==> src/bssc_pkg.sv <==
// Shared types, constants and match helpers of the byte-stream shellcode scanner.
// Depends on nothing; used by every RTL module of the block.
package bssc_pkg;

    localparam int unsigned COUNT_BITS_DEF = 20;
    localparam int unsigned OUT_COUNT_W    = 20;
    localparam int unsigned FRAC_BITS      = 16;
    localparam int unsigned DENS_W         = FRAC_BITS + 1;
    localparam int unsigned WIN_DEPTH      = 27;
    localparam int unsigned WIN_BYTES      = WIN_DEPTH + 1;
    localparam int unsigned WIN_W          = 8 * WIN_BYTES;
    localparam int unsigned NUM_PATTERNS   = 8;
    localparam int unsigned NUM_FLAGS      = 6;
    localparam int unsigned FOUND_W        = NUM_PATTERNS + 2;
    localparam int unsigned OUT_TDATA_W    = 64;

    // sticky match bits
    localparam int unsigned BIT_GPA   = 0;
    localparam int unsigned BIT_GPW   = 1;
    localparam int unsigned BIT_LDR   = 2;
    localparam int unsigned BIT_K32   = 3;
    localparam int unsigned BIT_EGG   = 4;
    localparam int unsigned BIT_VA    = 5;
    localparam int unsigned BIT_WPM   = 6;
    localparam int unsigned BIT_CRT   = 7;
    localparam int unsigned BIT_PIVOT = 8;
    localparam int unsigned BIT_NOP   = 9;

    // configuration register indexes
    localparam logic CFG_MIN_SCAN  = 1'b0;
    localparam logic CFG_SLED_LEN  = 1'b1;

    localparam logic [7:0] RST_MIN_SCAN = 8'd16;
    localparam logic [7:0] RST_SLED_LEN = 8'd16;

    localparam logic [7:0] BYTE_NOP       = 8'h90;
    localparam logic [7:0] BYTE_XCHG      = 8'h94;
    localparam logic [7:0] BYTE_MOV       = 8'h89;
    localparam logic [7:0] PIVOT_MASK     = 8'hF8;
    localparam logic [7:0] PIVOT_REG_BASE = 8'hE0;

    // Patterns sit with their final character in the low byte, so byte k of
    // the constant lines up with the byte k positions before the current one.
    localparam logic [WIN_W-1:0] PAT_GPA = {{(WIN_W - 8*14){1'b0}}, "GetProcAddress"};
    localparam logic [WIN_W-1:0] PAT_LDR = {{(WIN_W - 8*3){1'b0}}, "Ldr"};
    localparam logic [WIN_W-1:0] PAT_K32 = {{(WIN_W - 8*12){1'b0}}, "kernel32.dll"};
    localparam logic [WIN_W-1:0] PAT_EGG = {{(WIN_W - 32){1'b0}}, 32'h6681_3C33};
    localparam logic [WIN_W-1:0] PAT_VA  = {{(WIN_W - 8*12){1'b0}}, "VirtualAlloc"};
    localparam logic [WIN_W-1:0] PAT_WPM = {{(WIN_W - 8*18){1'b0}}, "WriteProcessMemory"};
    localparam logic [WIN_W-1:0] PAT_CRT = {{(WIN_W - 8*18){1'b0}}, "CreateRemoteThread"};

    localparam logic [4:0] LEN_GPA = 5'd14;
    localparam logic [4:0] LEN_GPW = 5'd28;
    localparam logic [4:0] LEN_LDR = 5'd3;
    localparam logic [4:0] LEN_K32 = 5'd12;
    localparam logic [4:0] LEN_EGG = 5'd4;
    localparam logic [4:0] LEN_VA  = 5'd12;
    localparam logic [4:0] LEN_WPM = 5'd18;
    localparam logic [4:0] LEN_CRT = 5'd18;

    typedef struct packed {
        logic       vld;
        logic [7:0] data;
    } t_win_tap;

    typedef struct packed {
        logic busy;
        logic done;
    } t_div_stat;

    // 16-bit-character form: every character followed by a zero byte
    function automatic logic [WIN_W-1:0] wide_form(input logic [WIN_W-1:0] narrow);
        logic [WIN_W-1:0] r;
        r = '0;
        for (int k = 0; k < WIN_BYTES / 2; k++) begin
            r[16*k+8 +: 8] = narrow[8*k +: 8];
        end
        return r;
    endfunction

    localparam logic [WIN_W-1:0] PAT_GPW = wide_form(PAT_GPA);

    function automatic logic pat_hit(input logic [WIN_W-1:0] win,
                                     input logic [WIN_BYTES-1:0] avail,
                                     input logic [WIN_W-1:0] pat,
                                     input logic [4:0] len);
        logic hit;
        hit = avail[len - 5'd1];
        for (int k = 0; k < WIN_BYTES; k++) begin
            if ((k < int'(len)) && (win[8*k +: 8] != pat[8*k +: 8])) begin
                hit = 1'b0;
            end
        end
        return hit;
    endfunction

    function automatic logic is_opcode(input logic [7:0] b);
        logic r;
        case (b)
            8'h55, 8'h53, 8'h57, 8'h56, 8'h48, 8'h8B, 8'h89, 8'hE8,
            8'hE9, 8'hFF, 8'h41, 8'h40, 8'hB8, 8'hB9, 8'hBA, 8'hEB: r = 1'b1;
            default: r = 1'b0;
        endcase
        return r;
    endfunction

endpackage

==> src/bssc_cell.sv <==
// One byte cell of the scan window: holds a byte and its valid bit.
// Depends on bssc_pkg; chained by the top level into the window.
module bssc_cell (
    input  logic                i_clk,
    input  logic                i_rst_n,
    input  logic                i_shift,
    input  logic                i_clear,
    input  bssc_pkg::t_win_tap  i_tap,
    output bssc_pkg::t_win_tap  o_tap
);
    import bssc_pkg::*;

    logic       r_vld;
    logic [7:0] r_data;

    always_ff @(posedge i_clk) begin
        if (!i_rst_n) begin
            r_vld <= 1'b0;
        end else if (i_shift) begin
            r_vld <= i_tap.vld & ~i_clear;
        end
    end

    // payload needs no reset: valid bit qualifies it
    always_ff @(posedge i_clk) begin
        if (i_shift) begin
            r_data <= i_tap.data;
        end
    end

    assign o_tap = '{vld: r_vld, data: r_data};

endmodule

==> src/bssc_div.sv <==
// Bit-serial restoring divider for the opcode density, one quotient bit a cycle.
// Depends on bssc_pkg; quotient = floor(num * 2^16 / den) for num <= den.
module bssc_div #(
    parameter int unsigned COUNT_BITS = bssc_pkg::COUNT_BITS_DEF
) (
    input  logic                          i_clk,
    input  logic                          i_rst_n,
    input  logic                          i_start,
    input  logic [COUNT_BITS-1:0]         i_num,
    input  logic [COUNT_BITS-1:0]         i_den,
    input  logic                          i_ack,
    output bssc_pkg::t_div_stat           o_stat,
    output logic [bssc_pkg::DENS_W-1:0]   o_quot
);
    import bssc_pkg::*;

    localparam int unsigned STEP_W = $clog2(FRAC_BITS);

    logic                  r_busy;
    logic                  r_done;
    logic [STEP_W-1:0]     r_step;
    logic [COUNT_BITS-1:0] r_rem;
    logic [COUNT_BITS-1:0] r_den;
    logic [DENS_W-1:0]     r_quot;

    logic [COUNT_BITS:0]   trial;
    logic [COUNT_BITS:0]   diff;
    logic                  ge;

    assign trial = {r_rem, 1'b0};
    assign diff  = trial - {1'b0, r_den};
    assign ge    = (trial >= {1'b0, r_den});

    always_ff @(posedge i_clk) begin
        if (!i_rst_n) begin
            r_busy <= 1'b0;
            r_done <= 1'b0;
            r_step <= '0;
        end else if (i_start) begin
            r_busy <= 1'b1;
            r_done <= 1'b0;
            r_step <= '0;
        end else if (r_busy) begin
            r_step <= r_step + 1'b1;
            if (r_step == STEP_W'(FRAC_BITS - 1)) begin
                r_busy <= 1'b0;
                r_done <= 1'b1;
            end
        end else if (i_ack) begin
            r_done <= 1'b0;
        end
    end

    // integer bit on load, then one fraction bit per step
    always_ff @(posedge i_clk) begin
        if (i_start) begin
            r_den <= i_den;
            if (i_num >= i_den) begin
                r_rem  <= i_num - i_den;
                r_quot <= DENS_W'(1);
            end else begin
                r_rem  <= i_num;
                r_quot <= '0;
            end
        end else if (r_busy) begin
            r_rem  <= ge ? diff[COUNT_BITS-1:0] : trial[COUNT_BITS-1:0];
            r_quot <= {r_quot[DENS_W-2:0], ge};
        end
    end

    assign o_stat = '{busy: r_busy, done: r_done};
    assign o_quot = r_quot;

endmodule

==> src/byte_stream_shellcode_scanner.sv <==
// Top level of the byte-stream shellcode scanner: window cells, matchers, counters.
// Depends on bssc_pkg, bssc_cell and bssc_div.
//
//  channel  | dir | beat holds
//  ---------+-----+----------------------------------------------------------
//  s_axis   | in  | one buffer byte (tdata), final byte of buffer (tlast)
//  m_axis   | out | one verdict per buffer, packed flags, counts and density
//  i_cfg_*  | in  | register write: 0 = min_scan_size, 1 = nop_sled_length
//
// Flow: one byte a cycle while a buffer streams in. The final byte loads the
// divider, which then works out the density; input stalls from then until the
// verdict moves into the output register, which may then wait on m_axis_tready.
// Reset (synchronous, active low) clears the window, counters and handshakes
// and loads 16 into both configuration registers.
module byte_stream_shellcode_scanner #(
    parameter int unsigned COUNT_BITS = bssc_pkg::COUNT_BITS_DEF
) (
    input  logic        i_clk,
    input  logic        i_rst_n,
    // configuration write port
    input  logic        i_cfg_we,
    input  logic        i_cfg_idx,
    input  logic [7:0]  i_cfg_wdata,
    // byte input
    input  logic        s_axis_tvalid,
    output logic        s_axis_tready,
    input  logic [7:0]  s_axis_tdata,   // [7:0] data_byte
    input  logic        s_axis_tlast,   // last_byte
    // verdict output
    output logic        m_axis_tvalid,
    input  logic        m_axis_tready,
    // [0] has_getproc, [1] has_loader_walk, [2] has_stack_pivot, [3] has_nop_sled,
    // [4] has_egg_hunter, [5] has_api_sequence, [25:6] byte_count,
    // [45:26] opcode_count, [62:46] density_q16, [63] zero
    output logic [63:0] m_axis_tdata
);
    import bssc_pkg::*;

    localparam logic [COUNT_BITS-1:0] COUNT_MAX = '1;

    // configuration
    logic [7:0] r_min_scan;
    logic [7:0] r_sled_len;

    always_ff @(posedge i_clk) begin
        if (!i_rst_n) begin
            r_min_scan <= RST_MIN_SCAN;
            r_sled_len <= RST_SLED_LEN;
        end else if (i_cfg_we) begin
            unique case (i_cfg_idx)
                CFG_MIN_SCAN: r_min_scan <= i_cfg_wdata;
                CFG_SLED_LEN: r_sled_len <= i_cfg_wdata;
                default:      r_min_scan <= r_min_scan;
            endcase
        end
    end

    logic      s_acc;
    logic      s_end;
    t_div_stat div_stat;
    logic [DENS_W-1:0] div_quot;

    // stall input while the divider holds a verdict
    assign s_axis_tready = ~div_stat.busy & ~div_stat.done;
    assign s_acc = s_axis_tvalid & s_axis_tready;
    assign s_end = s_acc & s_axis_tlast;

    // window: a chain of byte cells, newest byte enters cell 0
    t_win_tap tap [WIN_DEPTH];

    for (genvar k = 0; k < WIN_DEPTH; k++) begin : g_cell
        t_win_tap cell_in;
        if (k == 0) begin : g_head
            assign cell_in = '{vld: 1'b1, data: s_axis_tdata};
        end else begin : g_body
            assign cell_in = tap[k-1];
        end
        bssc_cell u_cell (
            .i_clk   (i_clk),
            .i_rst_n (i_rst_n),
            .i_shift (s_acc),
            .i_clear (s_axis_tlast),
            .i_tap   (cell_in),
            .o_tap   (tap[k])
        );
    end

    // current byte plus window, flattened for the pattern compares
    logic [WIN_W-1:0]     win;
    logic [WIN_BYTES-1:0] avail;

    always_comb begin
        win[7:0] = s_axis_tdata;
        avail[0] = 1'b1;
        for (int k = 1; k < WIN_BYTES; k++) begin
            win[8*k +: 8] = tap[k-1].data;
            avail[k]      = tap[k-1].vld;
        end
    end

    logic [NUM_PATTERNS-1:0] hit;

    assign hit[BIT_GPA] = pat_hit(win, avail, PAT_GPA, LEN_GPA);
    assign hit[BIT_GPW] = pat_hit(win, avail, PAT_GPW, LEN_GPW);
    assign hit[BIT_LDR] = pat_hit(win, avail, PAT_LDR, LEN_LDR);
    assign hit[BIT_K32] = pat_hit(win, avail, PAT_K32, LEN_K32);
    assign hit[BIT_EGG] = pat_hit(win, avail, PAT_EGG, LEN_EGG);
    assign hit[BIT_VA]  = pat_hit(win, avail, PAT_VA,  LEN_VA);
    assign hit[BIT_WPM] = pat_hit(win, avail, PAT_WPM, LEN_WPM);
    assign hit[BIT_CRT] = pat_hit(win, avail, PAT_CRT, LEN_CRT);

    // stack pivot: previous byte 0x94, or 0x89 then a register in E0..E7
    logic pivot_hit;
    assign pivot_hit = tap[0].vld &
        ((tap[0].data == BYTE_XCHG) |
         ((tap[0].data == BYTE_MOV) & ((s_axis_tdata & PIVOT_MASK) == PIVOT_REG_BASE)));

    // NOP run, saturating at 255; a zero length acts as one
    logic [7:0] r_nop_run;
    logic [7:0] n_nop_run;
    logic [7:0] sled_need;
    logic       is_nop;
    logic       nop_hit;

    assign is_nop    = (s_axis_tdata == BYTE_NOP);
    assign sled_need = (r_sled_len == 8'd0) ? 8'd1 : r_sled_len;
    assign n_nop_run = !is_nop ? 8'd0 : ((r_nop_run == 8'hFF) ? r_nop_run : r_nop_run + 8'd1);
    assign nop_hit   = is_nop & (n_nop_run >= sled_need);

    // sticky match bits
    logic [FOUND_W-1:0] r_found;
    logic [FOUND_W-1:0] n_found;

    assign n_found = r_found | {nop_hit, pivot_hit, hit};

    // saturating counters
    logic [COUNT_BITS-1:0] r_len;
    logic [COUNT_BITS-1:0] n_len;
    logic [COUNT_BITS-1:0] r_ops;
    logic [COUNT_BITS-1:0] n_ops;

    assign n_len = (r_len == COUNT_MAX) ? r_len : r_len + 1'b1;
    assign n_ops = (is_opcode(s_axis_tdata) && (r_ops != COUNT_MAX)) ? r_ops + 1'b1 : r_ops;

    // advance scan state on every byte, drop it after the final one
    always_ff @(posedge i_clk) begin
        if (!i_rst_n) begin
            r_found   <= '0;
            r_nop_run <= '0;
            r_len     <= '0;
            r_ops     <= '0;
        end else if (s_acc) begin
            if (s_axis_tlast) begin
                r_found   <= '0;
                r_nop_run <= '0;
                r_len     <= '0;
                r_ops     <= '0;
            end else begin
                r_found   <= n_found;
                r_nop_run <= n_nop_run;
                r_len     <= n_len;
                r_ops     <= n_ops;
            end
        end
    end

    // verdict of the finishing buffer
    logic                 long_enough;
    logic [FOUND_W-1:0]   f;
    logic [NUM_FLAGS-1:0] flags;

    assign long_enough = (n_len >= COUNT_BITS'(r_min_scan));
    assign f = long_enough ? n_found : '0;
    assign flags = {
        f[BIT_VA] & f[BIT_WPM] & f[BIT_CRT],
        f[BIT_EGG],
        f[BIT_NOP],
        f[BIT_PIVOT],
        f[BIT_LDR] & f[BIT_K32],
        f[BIT_GPA] | f[BIT_GPW]
    };

    // hold flags and counts while the divider works
    logic [NUM_FLAGS-1:0]   r_pend_flags;
    logic [OUT_COUNT_W-1:0] r_pend_len;
    logic [OUT_COUNT_W-1:0] r_pend_ops;

    always_ff @(posedge i_clk) begin
        if (s_end) begin
            r_pend_flags <= flags;
            r_pend_len   <= OUT_COUNT_W'(n_len);
            r_pend_ops   <= OUT_COUNT_W'(n_ops);
        end
    end

    logic div_take;

    bssc_div #(
        .COUNT_BITS (COUNT_BITS)
    ) u_div (
        .i_clk   (i_clk),
        .i_rst_n (i_rst_n),
        .i_start (s_end),
        .i_num   (n_ops),
        .i_den   (n_len),
        .i_ack   (div_take),
        .o_stat  (div_stat),
        .o_quot  (div_quot)
    );

    // output register: refill when empty or when its beat leaves
    logic                   r_out_vld;
    logic [NUM_FLAGS-1:0]   r_out_flags;
    logic [OUT_COUNT_W-1:0] r_out_len;
    logic [OUT_COUNT_W-1:0] r_out_ops;
    logic [DENS_W-1:0]      r_out_dens;

    assign div_take = div_stat.done & (~r_out_vld | m_axis_tready);

    always_ff @(posedge i_clk) begin
        if (!i_rst_n) begin
            r_out_vld <= 1'b0;
        end else if (div_take) begin
            r_out_vld <= 1'b1;
        end else if (m_axis_tready) begin
            r_out_vld <= 1'b0;
        end
    end

    always_ff @(posedge i_clk) begin
        if (div_take) begin
            r_out_flags <= r_pend_flags;
            r_out_len   <= r_pend_len;
            r_out_ops   <= r_pend_ops;
            r_out_dens  <= div_quot;
        end
    end

    assign m_axis_tvalid = r_out_vld;
    assign m_axis_tdata  = {1'b0, r_out_dens, r_out_ops, r_out_len, r_out_flags};

endmodule

==> config.mk <==
export PLATFORM = sky130hd
export DESIGN_NAME = byte_stream_shellcode_scanner
export DESIGN_NICKNAME = d
export VERILOG_FILES = /design/src/bssc_pkg.sv /design/src/bssc_cell.sv /design/src/bssc_div.sv /design/src/byte_stream_shellcode_scanner.sv
export SDC_FILE = /design/constraint.sdc
export NUM_CORES = 1
export LEC_CHECK = 0
export BUFFER_PORTS_ARGS = -buffer_cell sky130_fd_sc_hd__buf_2
export CAP_MARGIN = 20
export CORE_MARGIN = 2
export CORE_UTILIZATION = 30
export CTS_BUF_LIST = sky130_fd_sc_hd__clkbuf_8
export DETAILED_ROUTE_END_ITERATION = 10
export SYNTH_ARGS = -nofsm -noshare
export SYNTH_HDL_FRONTEND = slang
export SYNTH_SLANG_ARGS = --single-unit
==> constraint.sdc <==
create_clock -name i_clk -period 20.9 [get_ports i_clk]
set_input_delay 2.09 -clock i_clk [delete_from_list [all_inputs] [get_ports i_clk]]
set_output_delay 2.09 -clock i_clk [all_outputs]
set_load 0.01 [all_outputs]
After elaboration in Yosys (flattened, before gate mapping)
Index checks and enable logic that the tools add are counted.

Bits in registers: 470. Output and inout port bits: 66.

$add $sub $neg: 6. $lt $le $gt $ge: 4. Equal/unequal tests: 111. Muxes and demuxes: 135. Bitwise operators: 46. Reduce and logical (&&, ||, !) cells: 24.

Operators by type and width (count): != test 8 x 7 -> 1 bit, second input constant (80); two-way mux 20 bit (8); two-way mux 1 bit (119); nonzero test 8 bit (14); == test 8 bit, second input constant (13); == test 8 x 7 -> 1 bit, second input constant (7); adder 20 x 1 -> 20 bit, second input constant (2); two-way mux 8 bit (5); != test 8 x 6 -> 1 bit, second input constant (5); subtractor 20 bit (2); bitwise AND 1 bit (36); two-way mux 17 bit (2); >= comparator 21 x 20 -> 1 bit (1); == test 20 bit, second input constant (1); >= comparator 20 bit (1); >= comparator 20 x 8 -> 1 bit (1); != test 20 bit, second input constant (1); OR reduction 16 bit (1); two-way mux 10 bit (1); bitwise OR 10 bit (1); adder 8 x 1 -> 8 bit, second input constant (1); >= comparator 8 bit (1); zero test 8 bit (1); != test 8 bit, second input constant (1); other kinds (10) (21).

Longest topological paths before layout
Gate-level depths: netlist of the first run.

Word-level depth: 33. Mapped depth: 22. Gate-level depth less buffers: 19.

By module
From an unflattened synthesis of the first run, not the netlist that was laid out.

Cells, all modules: 1812. Area, all modules: 22136.2 um^2.

Modules (own cells, without submodules): byte_stream_shellcode_scanner (times used 1, cells each 961, area an instance 9536.6 um^2); bssc_cell (times used 27, cells each 13, area an instance 287.8 um^2); bssc_div (times used 1, cells each 500, area an instance 4829.6 um^2).

Least setup slack after synthesis of the first run
OpenSTA, ideal clock, no wires.

Path kind: input port to flip-flop. From: input port s_axis_tvalid. To: register g_cell[0].u_cell.r_data[0], enable pin. Library setup time: 665 ps. Arrival: 8670 ps. Setup slack: 11566 ps. Stages: 4. Cells stage by stage: nand2_1 -> inv_1 -> clkbuf_1 -> clkbuf_1.

Word-level cells in the longest chain between the ends: 1.

Ends and longest elaborated chain: start: declaration (line byte_stream_shellcode_scanner.sv:25) `input logic s_axis_tvalid,`; bitwise AND 1 bit (line byte_stream_shellcode_scanner.sv:65) `assign s_acc = s_axis_tvalid & s_axis_tready;`; net g_cell[0].u_cell.i_shift (line bssc_cell.sv:6) `input logic i_shift,`; end signal: assignment (line bssc_cell.sv:27) `r_data <= i_tap.data;`; end: declaration (line bssc_cell.sv:14) `logic [7:0] r_data;`.

The timed path passes the listed nets, and every way through them passes these cells. A chain may end at the register's enable or synchronous reset.

Final worst setup path of the first run
From: input port s_axis_tdata[4]. To: register u_div.r_rem[19] (data pin).

Word-level cells in the longest chain between the ends: 8.

Ends and longest elaborated chain: start: declaration (line byte_stream_shellcode_scanner.sv:27) `input logic [7:0] s_axis_tdata,`; == test 8 x 7 -> 1 bit / == test 8 bit (equally long branches) (line bssc_pkg.sv:99) `case (b)`; OR reduction 16 bit * (line bssc_pkg.sv:99); two-way mux 1 bit * (line bssc_pkg.sv:99); logical AND 1 bit * (line byte_stream_shellcode_scanner.sv:143) `assign n_ops = (is_opcode(s_axis_tdata) && (r_ops != COUNT_MAX)) ? r_ops + 1'b1 : r_ops;`; two-way mux 20 bit * (line byte_stream_shellcode_scanner.sv:143); net n_ops[0] (line byte_stream_shellcode_scanner.sv:140) `logic [COUNT_BITS-1:0] n_ops;`; subtractor 20 bit / >= comparator 20 bit (equally long branches) (line bssc_div.sv:59, bssc_div.sv:58); two-way mux 20 bit * (line bssc_div.sv:58) `if (i_num >= i_den) begin`; two-way mux 20 bit * (line bssc_div.sv:56) `if (i_start) begin`; end signal: assignment (line bssc_div.sv:59) `r_rem <= i_num - i_den;`; end signal: assignment (line bssc_div.sv:62) `r_rem <= i_num;`; end signal: assignment (line bssc_div.sv:66) `r_rem <= ge ? diff[COUNT_BITS-1:0] : trial[COUNT_BITS-1:0];`; end: declaration (line bssc_div.sv:22) `logic [COUNT_BITS-1:0] r_rem;`.

The timed path passes the listed nets; every way through them passes the cells marked *.

==> impl_metrics.py, run 1 <==
metrics = {
    "route": {
        "firstDrtPassIters": 5,
        "via_count": 14300,
        "drt_iter0_markers": 1340,
        "wirelength_mm": 54.9,
        "drc_errors": 0,
        "viasPerCell": 5.03,
        "wire_per_inst_um": 19.3,
        "ant_nets": 0,
    },
    "clock_network": {
        "clock_tree.buffer_depth": 3,
        "cts_resized": 0,
        "cts_buffers": 83,
        "cts.sinks": 470,
        "clk_pin_slew_ns": 0.06,
        "htreeDepth": 3,
        "hold_buffers": 0,
        "cts_tree": "done",
        "post_cts_buffers": 0,
        "clock_latency_ns": 0.70,
        "cts_root_buffer": "clkbuf_8",
    },
    "cells_and_area": {
        "seqCellArea_sq_um": 13000,
        "nNetsFinal": 1942,
        "area_growth_pct": 15.1,
        "postLayoutCoreUtil_pct": 35.0,
        "post_route_cells_drive_above_1_share_pct": 13.0,
        "fill_cells": 6774,
        "multiInputGateArea_sq_um": 7390,
        "final_cells": 2849,
    },
    "run": {
        "drv_cap": 0,
    },
    "setup_path": {
        "crit_required_ns": 21.27,
        "arrival_ns": 7.25,
        "worst-r2r-cell-count": 19,
        "cp_max_fo": 21,
        "r2r-start": "r_len[3]",
        "cp-end-kind": "flop",
        "cp-startpoint": "s_axis_tdata[4]",
        "worstSetupStartpointType": "input pin",
        "rr_endpoint": "u_div.r_rem[19]",
        "crit_type": "in2reg",
        "worstSetupEndpoint": "u_div.r_rem[19]",
        "r2r_slack_ns": 15.00,
    },
    "floorplanning": {
        "ioPinCount": 89,
        "dieArea_sq_um": 71900,
        "die_w_um": 268,
        "start_util_pct": 30.4,
        "fp.dieH_um": 268,
        "placement_rows": 96,
        "core_area_sq_um": 68800,
    },
    "global_route": {
        "grt_pass1_vias": 13900,
        "antenna_found_initial": 1,
        "globalRouteOverflowTotal": 0,
        "grt_pass1_wl_mm": 82.9,
        "grt_max_degree": 111,
        "grt_usage_pct": 15.1,
    },
    "timing": {
        "post-route-period-util_pct": 32.9,
        "fin_hold_ws_ns": 0.416,
        "fin_tns_setup_ns": 0,
        "rsz0062_at_grt": "no",
        "fmax_mhz": 145,
        "finClkSkew_ns": 0.0487,
        "slew_headroom_pct": 30.3,
        "fin_crit_ns": 6.88,
        "setup_violations": 0,
        "finalHoldViolCount": 0,
        "drv_slew": 0,
        "tightest_slew_ns": 1.05,
    },
    "yosys": {
        "yosys_warnings": 0,
        "synth_area_sq_um": 20900,
        "ys_seq_elements": 470,
        "synth_commonest_cells": "362 x edfxtp_1, 132 x nand2_1, 109 x nor2_1",
        "async_flop_share_pct": 0,
        "synth_most_common_cell": "edfxtp_1",
        "seq_area_frac_synth_pct": 62.3,
        "avgSynthCellArea_sq_um": 12.1,
        "yosysTopAreaCell": "edfxtp_1",
        "synth_ff_type": "edfxtp_1",
        "synth_edf_count": 362,
        "synth_top_area_share_pct": 51.9,
        "synthTopCellsByArea": "edfxtp_1 52%, dfxtp_1 10%, ha_1 3.6%",
        "synthCells": 1732,
        "synth_nets": 1817,
        "ys_types": 76,
    },
    "place": {
        "dp.cells": 2702,
        "hpwlAfterDp_mm": 38.8,
        "globalplace.congestion": 0.925,
        "io_buffers": 87,
    },
    "power_and_ir_drop": {
        "power_mw": 2.16,
        "power_density_nw_per_um2": 89.5,
        "ir_drop_uv": 47.6,
        "p_leak_nw": 8.37,
    },
    "min_path": {
        "hold_path.class": "reg2reg",
        "hold_start": "r_pend_ops[14]",
    },
    "outcome": {
        "status": "finished clean",
    },
}
[worst max-delay path, cell delays in order]
cell and delay, ns:
buf_2 0.18, nor4b_1 0.37, a32o_1 0.19, a21oi_1 0.04
o21ai_1 0.60, o22ai_1 0.35, xnor2_1 0.31, inv_1 0.07
ha_1 0.22, fa_1 0.39, nand2b_1 0.16, a21oi_1 0.36
a21oi_1 0.14, o22ai_1 0.26, o21bai_1 0.17, a31oi_2 0.64
buf_4 0.37, a31oi_1 0.12, o211ai_1 0.09, a21boi_0 0.10
[layout make-up]
type,instances,area share [%]
diodes,1,0.0104
clock buffers,84,4.80
clock inverters,61,1.94
flip-flops and latches,470,54.1
well taps,931,4.83
repair buffers,104,2.42
inverters,78,1.25
multi-input cells,1120,30.7
[metal layers]
layer,share of wire [%],up-vias,wire (um),track usage [%]
li1,-,6759,-,-
met1,46,6997,25300,21.0
met2,45,487,24900,23.7
met3,5.7,93,3100,2.73
met4,2.8,0,1540,5.56
met5,0,-,0,0
[cells by family (layout without fill, tap and decap cells)]
group / after synthesis / in the layout / share of synthesized area (%)
compound gates: 309 / 309 / 9.86
simple gates: 666 / 666 / 17.9
buf+inv: 142 / 327 / 2.62
mux: 14 / 14 / 0.687
fa+ha+maj: 62 / 62 / 3.78
xor+xnor: 68 / 68 / 2.85
flops: 470 / 470 / 62.3
other cells: 1 / 2 / 0.0179
[report_power, final]
group / internal (mW) / switching [mW] / leakage [nW]
registers: 1.07 / 0.0389 / 4.35
clock network: 0.454 / 0.391 / 0.904
logic: 0.0771 / 0.126 / 3.12
[cell usage in the layout (no fill, tap or decap), types with 15 or more instances in the layout]
master    synthesis  layout
nor2_1          109     108
and2_1           28      28
o21ai_0          50      50
nor3_1           53      53
a211oi_1         17      17
xor2_1           34      34
and3_1           16      16
buf_2             9      87
nand4_1          43      43
dfxtp_1         108     108
nand4b_1         19      19
nand2b_1         20      19
buf_4             1      16
nand3b_1         28      28
nand2_1         132     131
a21boi_0         49      49
xnor2_1          34      34
nor4_1           37      37
a21o_1           26      26
ha_1             60      60
inv_1            78      96
a21oi_1          64      64
nand3_1          41      41
clkbuf_8          0      84
nor2b_1          59      58
edfxtp_1        362     362
a22oi_1          31      31
nor4b_1          25      25
clkinv_1          0      15
[through the flow]
stage / area (sq um) / setup slack, ns
floorplan: 20900 / 11.57
finish: 24100 / 14.02
CTS: 24100 / 14.10
global placement: 22400 / 13.52
global route: 24100 / 13.51
detailed placement: 22400 / 13.42
[registers in the layout, indices dropped and copies added, names as in the netlist, 17 cells and up]
name / count
r_pend_len: 20
r_len: 20
g_cell.u_cell.r_data: 216
u_div.o_quot: 17
r_out_dens: 17
r_pend_ops: 20
r_out_ops: 20
g_cell.u_cell.r_vld: 27
u_div.r_rem: 20
r_out_len: 20
r_ops: 20
[how the worst min path moves through the flow]
stage	slack (ns)	to	depth (start not counted)
floorplan	0.40	r_out_dens[16]	0
global placement	0.41	r_out_ops[19]	0
detailed placement	0.40	r_out_ops[17]	0
CTS	0.41	r_out_ops[13]	0
global route	0.42	r_out_ops[13]	0
finish	0.42	r_out_ops[14]	0
(Power assumes the default switching activity.)
==> inputs of run 2 (changes only) <==
clock period = 7.2 ns   (was 20.9 ns; I/O delays follow)
==> impl_metrics.py, run 2 (synthesized netlist as in run 1, its figures left out) <==
metrics = {
    "outcome": {
        "status": "finished clean",
    },
    "route": {
        "via_count": 14400,
        "drc_errors": 0,
        "ant_nets": 0,
        "viasPerCell": 5.03,
        "firstDrtPassIters": 6,
        "drt_iter0_markers": 1288,
        "wire_per_inst_um": 19.3,
        "wirelength_mm": 55.2,
    },
    "clock_network": {
        "cts_buffers": 83,
        "clock_latency_ns": 0.69,
        "clock_tree.buffer_depth": 3,
        "clk_pin_slew_ns": 0.06,
        "hold_buffers": 0,
        "cts_root_buffer": "clkbuf_8",
        "cts.sinks": 470,
        "htreeDepth": 3,
        "cts_tree": "done",
        "cts_resized": 0,
        "post_cts_buffers": 0,
    },
    "cells_and_area": {
        "postLayoutCoreUtil_pct": 35.0,
        "reg_top3": "g_cell.u_cell.r_data x216, g_cell.u_cell.r_vld x27",
        "fin_area_sq_um": 24100,
        "layout_commonest_cell": "edfxtp_1",
        "top_register": "g_cell.u_cell.r_data",
        "final_cells": 2858,
        "mostFrequentLayoutCells": "362 x edfxtp_1, 131 x nand2_1, 108 x nor2_1, 108 x dfxtp_1, 87 x buf_2",
        "largest_reg_flops": 216,
        "nNetsFinal": 1944,
        "post_route_cells_drive_above_1_share_pct": 13.3,
        "fill_cells": 6745,
        "area_growth_pct": 15.2,
    },
    "global_route": {
        "grt_usage_pct": 15.2,
        "grt_pass1_wl_mm": 83.1,
        "globalRouteOverflowTotal": 0,
        "grt_max_degree": 202,
        "antenna_found_initial": 1,
        "grt_pass1_vias": 13900,
    },
    "power_and_ir_drop": {
        "combPwrFrac_pct": 9.4,
        "power_density_nw_per_um2": 260,
        "p_int_mw": 4.62,
        "p_leak_nw": 8.35,
        "p_sw_mw": 1.65,
        "ir_drop_uv": 173,
        "p_seq_share_pct": 51.3,
        "p_clk_share_pct": 39.3,
        "p_sw_share_pct": 26.3,
    },
    "setup_path": {
        "crit_type": "reg2reg",
        "worstSetupStartpointType": "flop",
        "rr_endpoint": "u_div.r_rem[19]",
        "arrival_ns": 5.93,
        "r2r_slack_ns": 1.64,
        "cp-end-kind": "flop",
        "cp_max_fo": 9,
        "crit_required_ns": 7.57,
        "worst-r2r-cell-count": 18,
        "r2r-start": "r_len[3]",
    },
    "floorplanning": {
        "dieArea_sq_um": 71900,
        "core_area_sq_um": 68800,
        "placement_rows": 96,
        "start_util_pct": 30.4,
        "die_w_um": 268,
        "ioPinCount": 89,
        "fp.dieH_um": 268,
    },
    "timing": {
        "drv_slew": 0,
        "fmax_mhz": 180,
        "fin_tns_setup_ns": 0,
        "rsz0062_at_grt": "no",
        "slew_headroom_pct": 28.2,
        "layout_setup_ws_ns": 1.64,
        "fin_crit_ns": 5.56,
        "tightest_slew_ns": 1.08,
        "finalHoldViolCount": 0,
        "setup_violations": 0,
        "post-route-period-util_pct": 77.2,
        "finClkSkew_ns": 0.0523,
    },
    "min_path": {
        "hold_start": "i_cfg_wdata[4]",
        "hold_path.class": "in2reg",
        "worstHoldPathCells": 3,
        "min_to": "r_min_scan[4]",
    },
    "place": {
        "pre_cts_slack_ns": 1.15,
        "globalplace.congestion": 0.902,
        "io_buffers": 87,
        "place_area_sq_um": 22500,
        "dp.cells": 2705,
        "hpwlAfterDp_mm": 38.7,
    },
    "run": {
        "drv_cap": 0,
    },
}
[run 2: cell count changes in the layout (fill, tap and decap cells not counted)]
cell / before / now
clkinv_8: 1 / 0
inv_6: 1 / 0
buf_4: 16 / 18
inv_1: 96 / 86
buf_16: 1 / 0
inv_8: 3 / 4
buf_12: 0 / 1
inv_12: 2 / 3
clkinv_1: 15 / 27
clkinv_4: 0 / 2
clkinv_2: 12 / 16
bufinv_16: 6 / 5
[run 2: worst max-delay path by stage]
| stage | cells past startpoint | slack (ns) | to | from |
|---|---|---|---|---|
| CTS | 18 | 1.67 | u_div.r_rem[19] | r_len[3] |
| floorplan | 6 | 2.57 | g_cell[0].u_cell.r_data[0] | u_div.r_busy |
| global route | 18 | 1.19 | u_div.r_rem[19] | r_len[3] |
| finish | 18 | 1.64 | u_div.r_rem[19] | r_len[3] |
| detailed placement | 20 | 1.15 | u_div.r_rem[8] | s_axis_tdata[4] |
| global placement | 17 | 1.28 | u_div.r_rem[19] | s_axis_tdata[4] |
[run 2: layout make-up]
| cell class | instances | area, sq um | share of cell area [%] |
|---|---|---|---|
| Sequential cell | 470 | 13000 | 54.0 |
| Multi-Input combinational cell | 1120 | 7390 | 30.6 |
| Tap cell | 931 | 1160 | 4.83 |
| Clock buffer | 84 | 1160 | 4.79 |
| Timing Repair Buffer | 106 | 591 | 2.45 |
| Clock inverter | 68 | 484 | 2.01 |
| Inverter | 78 | 300 | 1.24 |
| Antenna cell | 1 | 2.50 | 0.0104 |
[run 2: through the flow]
step	hold slack [ns]	power, mW
after floorplan	0.400	3.66
after global placement	0.410	3.85
after detailed placement	0.405	3.86
after CTS	0.253	6.36
after global routing	0.277	6.55
final	0.315	6.27
[run 2: power groups by stage]
stage               Combinational (mW)  Clock (mW)  Sequential (mW)
finish                           0.588        2.46             3.22
global route                     0.658        2.66             3.23
CTS                              0.592        2.55             3.22
detailed placement               0.588           0             3.27
global placement                 0.579           0             3.27
floorplan                        0.444           0             3.22
[run 2: critical path, stage by stage, from the launching register on]
cell and delay, ns:
dfxtp_1 0.47, nand3_1 0.20, nor4_4 0.36, nand4_2 0.19, nor2_1 0.27, nor2_1 0.12
and3_1 0.21, and3_1 0.21, xor2_1 0.51, inv_1 0.10, ha_1 0.27, or3_1 0.39
a211oi_1 0.50, o31ai_1 0.25, o31ai_1 0.39, nor2_1 0.11, or4b_1 0.51, o211ai_1 0.11
a21boi_0 0.10
[run 2: per-layer routing]
layer  up-vias  share of wire [%]  routed length [um]  GRT usage [%]
met1      7040                 45               24800           20.7
met2       474                 46               25300           24.1
li1       6756                  -                   -              -
met3       102                6.3                3450           3.00
met4         0                2.9                1590           5.77
met5         -                  0                   0              0
==> inputs of run 3 (changes only) <==
clock period = 5.58 ns   (was 7.2 ns; I/O delays follow)
==> impl_metrics.py, run 3 (synthesized netlist as in run 1, its figures left out) <==
metrics = {
    "outcome": {
        "status": "finished clean",
    },
    "route": {
        "viasPerCell": 5.03,
        "ant_nets": 0,
        "wirelength_mm": 55.8,
        "drt_iter0_markers": 1207,
        "firstDrtPassIters": 6,
        "wire_per_inst_um": 19.4,
        "via_count": 14500,
        "drc_errors": 0,
    },
    "power_and_ir_drop": {
        "p_leak_nw": 8.55,
        "power_density_nw_per_um2": 335,
        "ir_drop_uv": 160,
    },
    "clock_network": {
        "cts_root_buffer": "clkbuf_8",
        "htreeDepth": 3,
        "clock_tree.buffer_depth": 3,
        "cts_buffers": 84,
        "cts_tree": "done",
        "cts.sinks": 470,
        "post_cts_buffers": 0,
        "clk_pin_slew_ns": 0.06,
        "clock_latency_ns": 0.69,
    },
    "setup_path": {
        "crit_required_ns": 5.96,
        "crit_chain": "nand3_1 > nor4_4 > nand4_2 > nor2_1 > nor2_1 > and3_1 > and3_1 > xor2_1 > inv_1 > ha_1 > or3_1 > a211oi_2 > o31ai_1 > o31ai_1 > nor2_1 > or4b_1 > o211ai_1 > a21boi_0",
        "arrival_ns": 5.46,
        "crit_cells": 18,
        "r2r_slack_ns": 0.50,
        "cp_max_fo": 9,
        "rr_endpoint": "u_div.r_rem[19]",
        "slowest_delay_ns": 0.50,
        "cp-end-kind": "flop",
        "critical_path_buf_inv_count": 1,
        "worstSetupStartpointType": "flop",
        "r2r-start": "r_len[3]",
        "path_common_cell": "nor2_1",
        "crit_path_top_delay_cell": "or4b_1",
        "crit_type": "reg2reg",
        "crit_family": "simple AND/OR/NAND/NOR gates",
        "worst-r2r-cell-count": 18,
    },
    "global_route": {
        "grt_pass1_vias": 14200,
        "grt_pass1_wl_mm": 84.8,
        "grt_usage_pct": 15.5,
        "grt_max_degree": 94,
        "globalRouteOverflowTotal": 0,
        "antenna_found_initial": 1,
    },
    "floorplanning": {
        "dieArea_sq_um": 71900,
        "core_area_sq_um": 68800,
        "placement_rows": 96,
        "start_util_pct": 30.4,
        "die_w_um": 268,
        "fp.dieH_um": 268,
        "ioPinCount": 89,
    },
    "timing": {
        "post-route-period-util_pct": 91.0,
        "fin_crit_ns": 5.08,
        "setup_violations": 0,
        "slew_headroom_pct": 28.3,
        "drv_slew": 0,
        "tightest_slew_ns": 1.08,
        "finClkSkew_ns": 0.0422,
        "layout_setup_ws_ns": 0.502,
        "finalHoldViolCount": 0,
        "rsz0062_at_grt": "no",
        "fin_tns_setup_ns": 0,
        "fmax_mhz": 197,
    },
    "cells_and_area": {
        "reg_top3": "g_cell.u_cell.r_data x216, g_cell.u_cell.r_vld x27",
        "nNetsFinal": 1966,
        "layout_commonest_cell": "edfxtp_1",
        "largest_reg_flops": 216,
        "top_register": "g_cell.u_cell.r_data",
        "fin_area_sq_um": 24400,
        "mostFrequentLayoutCells": "362 x edfxtp_1, 131 x nand2_1, 108 x nor2_1, 108 x dfxtp_1, 101 x inv_1",
        "post_route_cells_drive_above_1_share_pct": 14.0,
        "area_growth_pct": 16.4,
    },
    "place": {
        "place_area_sq_um": 22700,
        "hpwlAfterDp_mm": 39.8,
        "io_buffers": 87,
        "pre_cts_slack_ns": 0.386,
        "globalplace.congestion": 0.935,
    },
    "min_path": {
        "hold_path.class": "in2reg",
        "worstHoldPathCells": 3,
        "min_to": "r_min_scan[4]",
        "hold_start": "i_cfg_wdata[4]",
    },
    "run": {
        "drv_cap": 0,
    },
}
-- run 3: worst reg2reg max path, stage by stage, from the launching register on --
cell and delay [ns]:
dfxtp_1 0.48, nand3_1 0.21, nor4_4 0.38, nand4_2 0.20, nor2_1 0.28, nor2_1 0.12
and3_1 0.22, and3_1 0.22, xor2_1 0.29, inv_1 0.11, ha_1 0.25, or3_1 0.41
a211oi_2 0.34, o31ai_1 0.18, o31ai_1 0.31, nor2_1 0.10, or4b_1 0.50, o211ai_1 0.10
a21boi_0 0.10
-- run 3: power breakdown --
part | leakage [nW] | total, mW | internal (mW) | switching (mW)
sequential | 4.35 | 4.15 | 4.00 | 0.144
clock | 0.946 | 3.25 | 1.76 | 1.49
combinational | 3.25 | 0.770 | 0.297 | 0.473
-- run 3: timing repair --
item | CTS | global route
gates resized for setup | 0 | 1
setup endpoints to repair | 0 | 1
hold buffers | 0 | 0
-- run 3: worst max path at each step --
stage	from	endpoint	slack, ns
after global routing	r_len[3]	u_div.r_rem[19]	0.1
after global placement	s_axis_tdata[5]	u_div.r_rem[19]	0.39
after detailed placement	s_axis_tdata[4]	u_div.r_rem[19]	0.39
final	r_len[3]	u_div.r_rem[19]	0.50
after floorplan	u_div.r_busy	g_cell[0].u_cell.r_data[0]	0.95
after CTS	r_len[3]	u_div.r_rem[19]	0.43
-- run 3: final cells by class --
type	count	area, sq um
timing repair buffer	127	793
fill	6744	44500
sequential	470	13000
inverter	78	300
antenna	1	2.50
multi-input combinational	1120	7400
clock buffer	84	1160
tap	931	1160
clock inverter	66	520
-- run 3: metrics by stage --
| step | utilization, % | total power, mW | cells | hold WS (ns) |
|---|---|---|---|---|
| 2_1_floorplan | - | 4.73 | 1732 | 0.400 |
| 3_3_place_gp | 32.9 | 4.96 | 2725 | 0.404 |
| 3_5_place_dp | 33.0 | 4.99 | 2726 | 0.406 |
| 4_1_cts | 35.4 | 8.28 | 2876 | 0.0779 |
| 5_1_grt | 35.4 | 8.52 | 2877 | 0.109 |
| 6_report | 35.4 | 8.16 | 2877 | 0.145 |
-- run 3: metal layers --
metal | up-vias | GRT usage [%] | part of all wire, %
met1 | 7069 | 21.3 | 45
met5 | - | 0 | 0
met2 | 480 | 24.5 | 46
met4 | 0 | 5.86 | 2.9
li1 | 6820 | - | -
met3 | 103 | 2.61 | 5.8
